$ cat src/hdl/prqa_ram.sv
// ---------------------------------------------------------------------------
// Generic simple dual-port RAM
// One write port and one read port with registered read data.
// ---------------------------------------------------------------------------
module prqa_ram #(
  parameter int WIDTH = 8,
  parameter int DEPTH = 16
) (
  input  logic                     clk,
  input  logic                     we,
  input  logic [$clog2(DEPTH)-1:0] waddr,
  input  logic [WIDTH-1:0]         wdata,
  input  logic [$clog2(DEPTH)-1:0] raddr,
  output logic [WIDTH-1:0]         rdata
);

  logic [WIDTH-1:0] mem [DEPTH];

  always_ff @(posedge clk) begin
    if (we) begin
      mem[waddr] <= wdata;
    end
    rdata <= mem[raddr];
  end

endmodule

$ cat config.mk
export PLATFORM = sky130hd
export DESIGN_NAME = prqa_ram
export DESIGN_NICKNAME = d
export VERILOG_FILES = /design/src/hdl/prqa_ram.sv
export SDC_FILE = /design/constraint.sdc
export NUM_CORES = 1
export LEC_CHECK = 0
export BUFFER_PORTS_ARGS = -buffer_cell sky130_fd_sc_hd__buf_2
export CAP_MARGIN = 20
export CORE_MARGIN = 5
export CORE_UTILIZATION = 35
export CTS_CLUSTER_SIZE = 14
export DETAILED_ROUTE_END_ITERATION = 8
export PLACE_DENSITY_LB_ADDON = 0.25
export SYNTH_ARGS = -nofsm -noshare
export SYNTH_HDL_FRONTEND = slang
export SYNTH_SLANG_ARGS = --single-unit
export TNS_END_PERCENT = 10
$ cat constraint.sdc
create_clock -name clk -period 4.3 [get_ports clk]
set_input_delay 0.86 -clock clk [delete_from_list [all_inputs] [get_ports clk]]
set_output_delay 0.86 -clock clk [all_outputs]
set_load 0.01 [all_outputs]
Word level (Yosys, flattened, before mapping)
Memories as Yosys holds them, arrays and structs flattened. A register that Yosys moved wholly into a read port is not among the register bits.
Index checks and enable logic that the tools add are counted.
{"block": "totals", "mem_bits_ro": 0, "mem_count": 1, "regBits": 0, "latchBits": 0, "in_bits": 18, "ram_bits": 128, "elab_cells": 3, "output_inout_bits": 8}
{"memory": "mem", "depth": 16, "word_bits": 8, "rd": 1, "rd_clocked_by_memory_dff": 1, "wr": 1, "line": "17", "source": "logic [WIDTH-1:0] mem [DEPTH];"}
{"block": "classes", "mux": 2, "addsub": 0, "n_lt_le_gt_ge": 0, "mul": 0, "div_mod_pow": 0, "n_eq_ne": 0, "n_reduce_logical": 0, "bitwise": 0, "shift": 0}
{"op": "2-to-1 mux 1 bit", "n": 2}

Longest topological paths before layout
Gate-level depths: netlist of the first run.
{"block": "depth", "word_depth": 2, "depth_mapped": 5, "depth_no_buf": 3}

Least setup slack after synthesis of the first run
OpenSTA, ideal clock, no wires.
{"block": "synth_timing", "path_kind": "input to register", "start": "input waddr[2]", "end": "memory mem[0][0], enable pin", "setup_slack_ns": 1.947, "cell_stages": 2, "setup_time_ns": 0.383, "arrival_ns": 1.970, "t_required_ns": 3.917, "path_buffers": 0, "cell_sequence": "or3b_2 -> nor3_1"}
{"item": "start: declaration", "line": "11", "source": "input logic [$clog2(DEPTH)-1:0] waddr,"}
{"item": "end: declaration", "line": "17"}
Straight into the memory's write port.

==> results of run 1 <==
-- state kept, by name (all words and copies together), names as in the netlist --
name / cells
rdata: 8
mem: 128
-- worst register-to-register path, cell delays in order, from the launching register on --
cell      delay (ns)
edfxtp_1        0.36
mux4_1          0.52
a22oi_1         0.26
nand2_1         0.13
-- per-stage QoR --
step,instances,area [µm²],hold slack [ns]
after floorplan,229,5147,0.6293
after global routing,465,6101,0.7066
final,465,6101,0.6712
after CTS,464,6090,0.6796
after detailed placement,433,5459,0.6659
after global placement,433,5459,0.6511
-- kinds of logic after synthesis --
logic type,share of synthesized area [%]
flops,77.78
mux,15.02
simple gates,3.184
compound gates,2.334
buf+inv,1.677
-- final cells by class --
| type | instances | area [µm²] | share of cell area, % |
|---|---|---|---|
| Clock buffer | 17 | 425.4 | 6.973 |
| Clock inverter | 14 | 205.2 | 3.363 |
| Multi-Input combinational cell | 83 | 1062 | 17.41 |
| Sequential cell | 136 | 4004 | 65.63 |
| Tap cell | 184 | 230.2 | 3.774 |
| Timing Repair Buffer | 31 | 173.9 | 2.851 |
-- cells in the final DEF, fill, tap and decap left out, types with 2 or more instances in the layout --
cell type | synthesis | layout
clkinv_1 | 0 | 4
mux4_1 | 14 | 14
nor3_1 | 4 | 3
nor2_1 | 13 | 13
mux4_2 | 18 | 18
buf_2 | 3 | 25
edfxtp_1 | 128 | 128
dfxtp_1 | 8 | 8
clkbuf_16 | 0 | 17
clkinvlp_4 | 0 | 3
a22oi_1 | 16 | 16
buf_4 | 1 | 5
bufinv_16 | 0 | 5
nand2_1 | 9 | 9
nand2b_1 | 2 | 2
nand3b_1 | 2 | 2
-- layer usage --
layer  vias up  wire [µm]  global-route usage (%)
li1       1053          -                       -
met1      1252       4450                   15.79
met2        70       5096                   19.50
met3        13        540                   4.702
met4         0        145                   4.743
met5         -          0                       0
-- final timing paths --
kind                   start  endpoint  slack, ns  cells past startpoint
setup / recovery    raddr[0]  rdata[5]       1.92                      5
hold / removal    mem[15][1]  rdata[1]       0.67                      3
setup reg to reg   mem[8][5]  rdata[5]       2.89                      3
hold reg to reg   mem[15][1]  rdata[1]       0.67                      3
-- synthesized netlist by cell type (all sizes together) --
cell           count
and2b              1
nand3              1
a22oi             16
nand2b             2
clkdlybuf4s25      3
mux4              32
or3b               1
nor3               4
dfxtp              8
and2               1
nand2              9
nor2b              1
edfxtp           128
nor2              13
nand3b             2
buf                7
-- power groups by stage --
stage / clock network [mW] / logic (mW) / registers (mW)
3_3_place_gp: 0 / 0.135 / 1.52
4_1_cts: 1.56 / 0.137 / 1.49
2_1_floorplan: 0 / 0.0752 / 1.52
6_report: 1.53 / 0.134 / 1.49
3_5_place_dp: 0 / 0.137 / 1.52
5_1_grt: 1.62 / 0.147 / 1.49
==> results.md, run 1 <==
- Post-CTS Setup Inserts: 0
- Hold Buf Count CTS: 0
- Final Cycle Share: 55.40%
- Pin count of the biggest net entering global routing: 33
- Routed WL: 10.23 mm
- Syn Nets: 247
- Longest Clk Path Bufs: 2
- CP peak stage delay: 0.59 ns
- Share of layout cells above drive strength 1: 27.76%
- Type of origin of the critical path: input port
- Net Sw Power: 0.6039 mW
- Worst min path class: reg -> reg
- Slew margin rel.: 32.15%
- Number of antenna violations at the first check in global routing: 0
- Post-synth top area share: 74.67%
- Post-CTS sizing: 0
- Die Wd: 131.3 µm
- Critical path class: in -> reg
- Final Core Density: 42.14%
- Final min period: 2.382 ns
- YS warnings: 0
- Switching power share of the total: 19.12%
- Cell Chain, Critical Path: buf_2 > buf_4 > mux4_1 > a22oi_1 > nand2_1
- Htree depth: 4
- Buffers and inverters on the worst path: 2
- Post-Syn Instances: 229
- Fill count: 1260
- Peak supply drop: 0.2746 mV
- HPWL Detailed: 6.523 mm
- Area Growth Syn to Fin: 18.52%
- Outcome: completed
- CTS tree: yes
- Final setup fails: 0
- Routability cong.: 0.7607
- Total Routing Usage GR: 12.44%
- Pre-CTS WS: 1.472 ns
- Io pins: 26
- Layout Nets: 287
- Final ANT Viol Nets: 0
- Unrepaired setup endpoints after global routing: no
- Leak: 2.022 nW
- Mean Syn Cell Area: 22.48 µm²
- Crit. End Element: flop
- Sequential element share of the synthesized area: 77.78%
- Latest clock arrival within the worst-skew pair: 0.41 ns
- Gate power share: 4.2%
- Root Buffer: clkbuf_16
- N_diodes: 0
- Setup TNS: 0 ns
- Final worst slack: 1.918 ns
- Worst path slowest cell: mux4_1
- Post-synth cell types: 19
- Clock Skew: 0.006029 ns
- Core area: 0.01448 mm²
- Post-synthesis sequential element count: 136
- # port buffers: 25
- Mapped Area: 0.005147 mm²
- Die Y-Extent: 131.3 µm
- Vias in the first global route: 2455
- Sequential Power Share: 47.3%
- TritonCTS buffer count: 17
- First drt pass iteration count: 4
- Fin. max-slew vios: 0
- Drt drc: 0
- Clk sinks: 136
- Vias: 2388
- Internal power: 2.555 mW
- Final number of hold-violating endpoints: 0
- FP Rows: 44
- Clock slew at reported path FFs: 0.06 ns
- Drt via density: 5.135
- Slew at the pin with the worst max-slew slack: 1.014 ns
- GRT overflow: 0
- Pwr dens: 517.8 mW/mm²
- Overall power: 3.159 mW
- Die area: 0.01723 mm²
- F_max: 419.7 MHz
- Main area contributors after synthesis: edfxtp_1, mux4_2, mux4_1, dfxtp_1, a22oi_1
- WP data arrival: 2.66 ns
- DRT iter0 DRCs: 205
- Starting Density: 35.55%
- Crit path required time: 4.58 ns
- Post-detailed-route wirelength per cell: 22.01 µm
- Clk pwr share: 48.5%
- Max-cap violations: 0
- Cell taking the most area after synthesis: edfxtp_1
- Max FO, Critical Path: 19
- First-pass GRT wire length: 15.41 mm
- Crit path max-delay family: buffers and inverters
Power figures use the tool's default switching activity.
==> run 2, diff against run 1 <==
--- a/config.mk
+++ b/config.mk
@@ -5,6 +5,7 @@
 export SDC_FILE = /design/constraint.sdc
 export NUM_CORES = 1
 export LEC_CHECK = 0
+export ABC_AREA = 1
 export BUFFER_PORTS_ARGS = -buffer_cell sky130_fd_sc_hd__buf_2
 export CAP_MARGIN = 20
 export CORE_MARGIN = 5
==> constraint.sdc (replaced) <==
create_clock -name clk -period 2.2 [get_ports clk]
set_input_delay 0.44 -clock clk [delete_from_list [all_inputs] [get_ports clk]]
set_output_delay 0.44 -clock clk [all_outputs]
set_load 0.01 [all_outputs]
==> run 2 against run 1 <==
Net effect:
- hold slack got worse by 0.27 ns
- sequential power increased by 96%
- non-clock buffer count up 13
- sequential share of layout area fell by 5.7 points
- critical path type is now reg -> out
==> results.md, run 2 <==
- Outcome: completed
- Vias: 3828
- Worst path slowest cell: dfxtp_1
- Die Y-Extent: 138.4 µm
- Number of antenna violations at the first check in global routing: 0
- Core area: 0.01635 mm²
- Root Buffer: clkbuf_16
- Post-synth top flop: edfxtp_1
- YS warnings: 0
- Total Routing Usage GR: 15.11%
- Latest clock arrival within the worst-skew pair: 0.42 ns
- Io pins: 26
- Crit path required time: 1.76 ns
- First-pass GRT wire length: 21.80 mm
- Crit. End Element: output port
- Worst min path class: in -> reg
- Hold Buf Count CTS: 0
- Post-Syn Instances: 551
- Critical path class: reg -> out
- TritonCTS buffer count: 17
- Drt via density: 4.651
- Pre-CTS WS: 0.4094 ns
- First drt pass iteration count: 5
- # port buffers: 25
- Clk sinks: 136
- Cell Chain, Critical Path: buf_2
- Clock slew at reported path FFs: 0.06 ns
- DRT iter0 DRCs: 412
- WP data arrival: 0.96 ns
- Peak supply drop: 0.5567 mV
- Post-CTS Setup Inserts: 0
- Type of origin of the critical path: flop
- Layout Nets: 608
- Final ANT Viol Nets: 0
- Post-synth top area share: 66.65%
- Share of layout cells above drive strength 1: 11.77%
- Fill count: 1612
- Max FO, Critical Path: 1
- Top post-synthesis cells by count: nand2_1, edfxtp_1, inv_1, nand3_1, nor2_1
- Number of synthesized flops with an enable pin: 128
- Final Cycle Share: 63.82%
- Final number of hold-violating endpoints: 0
- Drt drc: 0
- Crit path max-delay family: flip-flops
- Buffers and inverters on the worst path: 1
- Post-synth cell types: 12
- Fin. max-slew vios: 0
- Clock Skew: 0.009082 ns
- Cell taking the most area after synthesis: edfxtp_1
- Routed WL: 13.80 mm
- CP peak stage delay: 0.38 ns
- Starting Density: 35.27%
- Final setup fails: 0
- Slew at the pin with the worst max-slew slack: 0.7621 ns
- Post-synthesis sequential element count: 136
- Area Growth Syn to Fin: 15.95%
- Longest Clk Path Bufs: 2
- N_diodes: 0
- Pin count of the biggest net entering global routing: 65
- Die Wd: 138.4 µm
- Unrepaired setup endpoints after global routing: no
- Post-CTS sizing: 0
- Biggest register: mem
- HPWL Detailed: 8.589 mm
- Mapped Area: 0.005767 mm²
- Largest registers: mem x128, rdata x8
- F_max: 712.2 MHz
- CTS tree: yes
- Commonest cells after routing, fill and taps aside: nand2_1, edfxtp_1, inv_1, nand3_1, buf_2
- Post-detailed-route wirelength per cell: 16.77 µm
- Overall power: 5.768 mW
- Most frequent cell after synthesis: nand2_1
- Commonest non-fill, non-tap cell in the layout: nand2_1
- Syn Nets: 569
- Max reg flops: 128
- FP Rows: 47
- Die area: 0.01914 mm²
- Leak: 2.883 nW
- GRT overflow: 0
- Mean Syn Cell Area: 10.47 µm²
- Pwr dens: 862.6 mW/mm²
- Main area contributors after synthesis: edfxtp_1, nand2_1, nand3_1, inv_1, dfxtp_1
- Final min period: 1.404 ns
- Vias in the first global route: 3811
- Sequential element share of the synthesized area: 69.43%
- Setup TNS: 0 ns
- Routability cong.: 0.8727
- Final worst slack: 0.7959 ns
- Slew margin rel.: 49.01%
- Ys async rst share: 0%
- Max-cap violations: 0
- Htree depth: 4
## run 2: changes by cell type in the layout (fill, tap and decap cells not counted), moves of 14 or more
| cell | before | now |
|---|---|---|
| nand2_1 | 9 | 173 |
| inv_1 | 0 | 100 |
| nand3_1 | 1 | 97 |
| mux4_2 | 18 | 0 |
| a22oi_1 | 16 | 0 |
| mux4_1 | 14 | 0 |
## run 2: metal layers
| metal | vias up | track usage (%) | part of all wire [%] |
|---|---|---|---|
| met4 | 0 | 5.616 | 1.9 |
| met1 | 1842 | 19.89 | 44 |
| li1 | 1849 | - | - |
| met3 | 21 | 4.178 | 5.0 |
| met2 | 116 | 24.00 | 49 |
| met5 | - | 0 | 0 |
## run 2: worst paths after layout
path                                 start  endpoint  slack (ns)  cells after the start
worst max-delay path              rdata[0]  rdata[0]        0.80                      1
worst max register to register  mem[15][0]  rdata[0]        1.14                      6
worst min register to register  mem[14][4]  rdata[4]        0.65                      6
worst min-delay path              raddr[3]  rdata[4]        0.40                      3
## run 2: area by class of cell
| class | count | area (µm²) | share of cell area (%) |
|---|---|---|---|
| flip-flops and latches | 136 | 4004 | 59.88 |
| multi-input cells | 289 | 1214 | 18.15 |
| clock buffers | 27 | 493.0 | 7.373 |
| inverters | 102 | 382.9 | 5.726 |
| repair buffers | 44 | 292.8 | 4.379 |
| well taps | 220 | 275.3 | 4.117 |
| clock inverters | 5 | 25.02 | 0.3743 |
## run 2: cells by family (layout without fill, tap and decap cells)
logic type | count (synthesis) | in the layout | synth area share (%)
buffers and inverters | 126 | 178 | 9.525
DFF | 136 | 136 | 69.43
and+or+nand+nor | 289 | 289 | 21.05
## run 2: report_power, final
part,internal (mW),switching [mW]
Combinational,0.104,0.257
Clock,1.52,0.969
Sequential,2.90,0.0212
## run 2: per-stage QoR
stage,util [%],hold WS [ns],cells,area [µm²]
5_1_grt,40.90,0.3931,823,6686
2_1_floorplan,-,0.5389,551,5767
4_1_cts,40.90,0.3718,823,6686
3_5_place_dp,37.73,0.6480,791,6168
3_3_place_gp,37.73,0.6363,791,6168
6_report,40.90,0.4045,823,6686
## run 2: worst reg2reg max path, stage by stage (launching register included)
cell	delay, ns
edfxtp_1	0.37
inv_1	0.06
nand2_1	0.04
nand3_1	0.09
nand3_1	0.14
nand3_1	0.19
nand2_1	0.06
==> run 3, diff against run 2 <==
==> constraint.sdc (replaced) <==
create_clock -name clk -period 1.3 [get_ports clk]
set_input_delay 0.26 -clock clk [delete_from_list [all_inputs] [get_ports clk]]
set_output_delay 0.26 -clock clk [all_outputs]
set_load 0.01 [all_outputs]
==> run 3 against run 2 <==
Net effect:
- critical path depth is the same
- sequential share of layout area down 1.6 points
- highest routed layer unchanged
- clock power grew 91%
- sequential cell count did not move
- cell area up 2.8%
- clock skew is 0.0042 ns lower
- largest power group unchanged
==> results.md, run 3 (synthesis results as in run 2) <==
- Final worst slack: 0.1054 ns
- Clock slew at reported path FFs: 0.05 ns
- CP peak stage delay: 0.37 ns
- Crit path required time: 1.04 ns
- Largest registers: mem x128, rdata x8
- Die area: 0.01914 mm²
- # port buffers: 25
- Hold Path Origin: raddr[2]
- Max reg flops: 128
- Hold Buf Count CTS: 0
- Final setup fails: 0
- HPWL Detailed: 8.555 mm
- Routability cong.: 0.7699
- Die Y-Extent: 138.4 µm
- Clk sinks: 136
- GRT overflow: 0
- Gate power share: 6.2%
- Buffers and inverters on the worst path: 1
- Final Cycle Share: 91.89%
- Area Growth Syn to Fin: 19.20%
- Reg2reg start: mem[1][2]
- Final Core Density: 42.05%
- Drt via density: 4.525
- Post-CTS Setup Inserts: 0
- Routed WL: 13.13 mm
- Sequential Power Share: 47.8%
- Die Wd: 138.4 µm
- Internal power: 8.212 mW
- Io pins: 26
- First drt pass iteration count: 4
- Htree depth: 4
- Placed insts: 798
- Worst min path class: in -> reg
- Final ANT Viol Nets: 0
- Leak: 2.972 nW
- Drt drc: 0
- TritonCTS buffer count: 17
- WP data arrival: 0.93 ns
- Share of layout cells above drive strength 1: 13.28%
- Biggest register: mem
- Clk pwr share: 46.0%
- Crit. End Element: output port
- Commonest cells after routing, fill and taps aside: nand2_1, edfxtp_1, inv_1, nand3_1, buf_2
- F_max: 837.1 MHz
- Worst Hold Depth: 4
- Total Routing Usage GR: 14.37%
- Outcome: completed
- Slew margin rel.: 74.29%
- Vias: 3756
- Cell Chain, Critical Path: buf_2
- Crit path max-delay family: flip-flops
- Latest clock arrival within the worst-skew pair: 0.41 ns
- Min Hold Slack: 0.2572 ns
- Peak supply drop: 0.8970 mV
- Finished Layout Cells: 830
- Post-detailed-route wirelength per cell: 15.82 µm
- First-pass GRT wire length: 20.87 mm
- Layout Nets: 615
- Hold endpoint: rdata[6]
- FF-to-FF End: rdata[2]
- Worst path slowest cell: dfxtp_1
- Number of antenna violations at the first check in global routing: 0
- Net Sw Power: 2.123 mW
- Unrepaired setup endpoints after global routing: no
- Final min period: 1.195 ns
- Max FO, Critical Path: 1
- Switching power share of the total: 20.54%
- Fin. max-slew vios: 0
- Root Buffer: clkbuf_16
- Longest Clk Path Bufs: 2
- Clock Skew: 0.004926 ns
- CTS tree: yes
- Pre-CTS WS: -0.05080 ns
- Flop2flop setup slack: 0.29 ns
- Vias in the first global route: 3820
- DRT iter0 DRCs: 322
- Worst reg-to-reg path cell count: 6
- Post-CTS sizing: 0
- Slew at the pin with the worst max-slew slack: 0.3857 ns
- Pin count of the biggest net entering global routing: 33
- Type of origin of the critical path: flop
- Starting Density: 35.27%
- Overall power: 10.33 mW
- FP Rows: 47
- Max-cap violations: 0
- Final number of hold-violating endpoints: 0
- Commonest non-fill, non-tap cell in the layout: nand2_1
- Critical path class: reg -> out
- N_diodes: 0
- Core area: 0.01635 mm²
- Pwr dens: 1503 mW/mm²
[run 3: area by class of cell]
cell class,count,area [µm²]
repair buffers,51,407.9
flip-flops and latches,136,4004
clock inverters,9,122.6
well taps,220,275.3
inverters,102,382.9
fillers,1605,9474
clock buffers,23,467.9
multi-input cells,289,1214
[run 3: how the worst max path moves through the flow]
stage | to | cells after the start | start
finish | rdata[2] | 1 | rdata[2]
global route | rdata[2] | 1 | rdata[2]
CTS | rdata[2] | 1 | rdata[2]
detailed placement | rdata[3] | 8 | raddr[0]
global placement | rdata[3] | 8 | raddr[0]
floorplan | mem[4][0] | 2 | waddr[3]
[run 3: power groups by stage]
stage	Sequential (mW)	Clock, mW	Combinational, mW
3_5_place_dp	5.03	0	0.654
6_report	4.94	4.76	0.642
4_1_cts	4.94	4.83	0.657
3_3_place_gp	5.02	0	0.650
2_1_floorplan	5.03	0	0.346
5_1_grt	4.94	5.07	0.721
[run 3: per-stage QoR]
step	instance area (µm²)	TNS (ns)
after floorplan	5767	0
after detailed placement	6284	-0.2171
after global routing	6874	0
after CTS	6874	0
final	6874	0
after global placement	6284	-0.06651
[run 3: per-layer routing]
metal	vias up	wire length, µm	GRT usage [%]
met5	-	0	0
li1	1864	-	-
met4	0	293	5.512
met1	1791	5577	18.04
met2	81	6548	24.18
met3	20	708	3.419
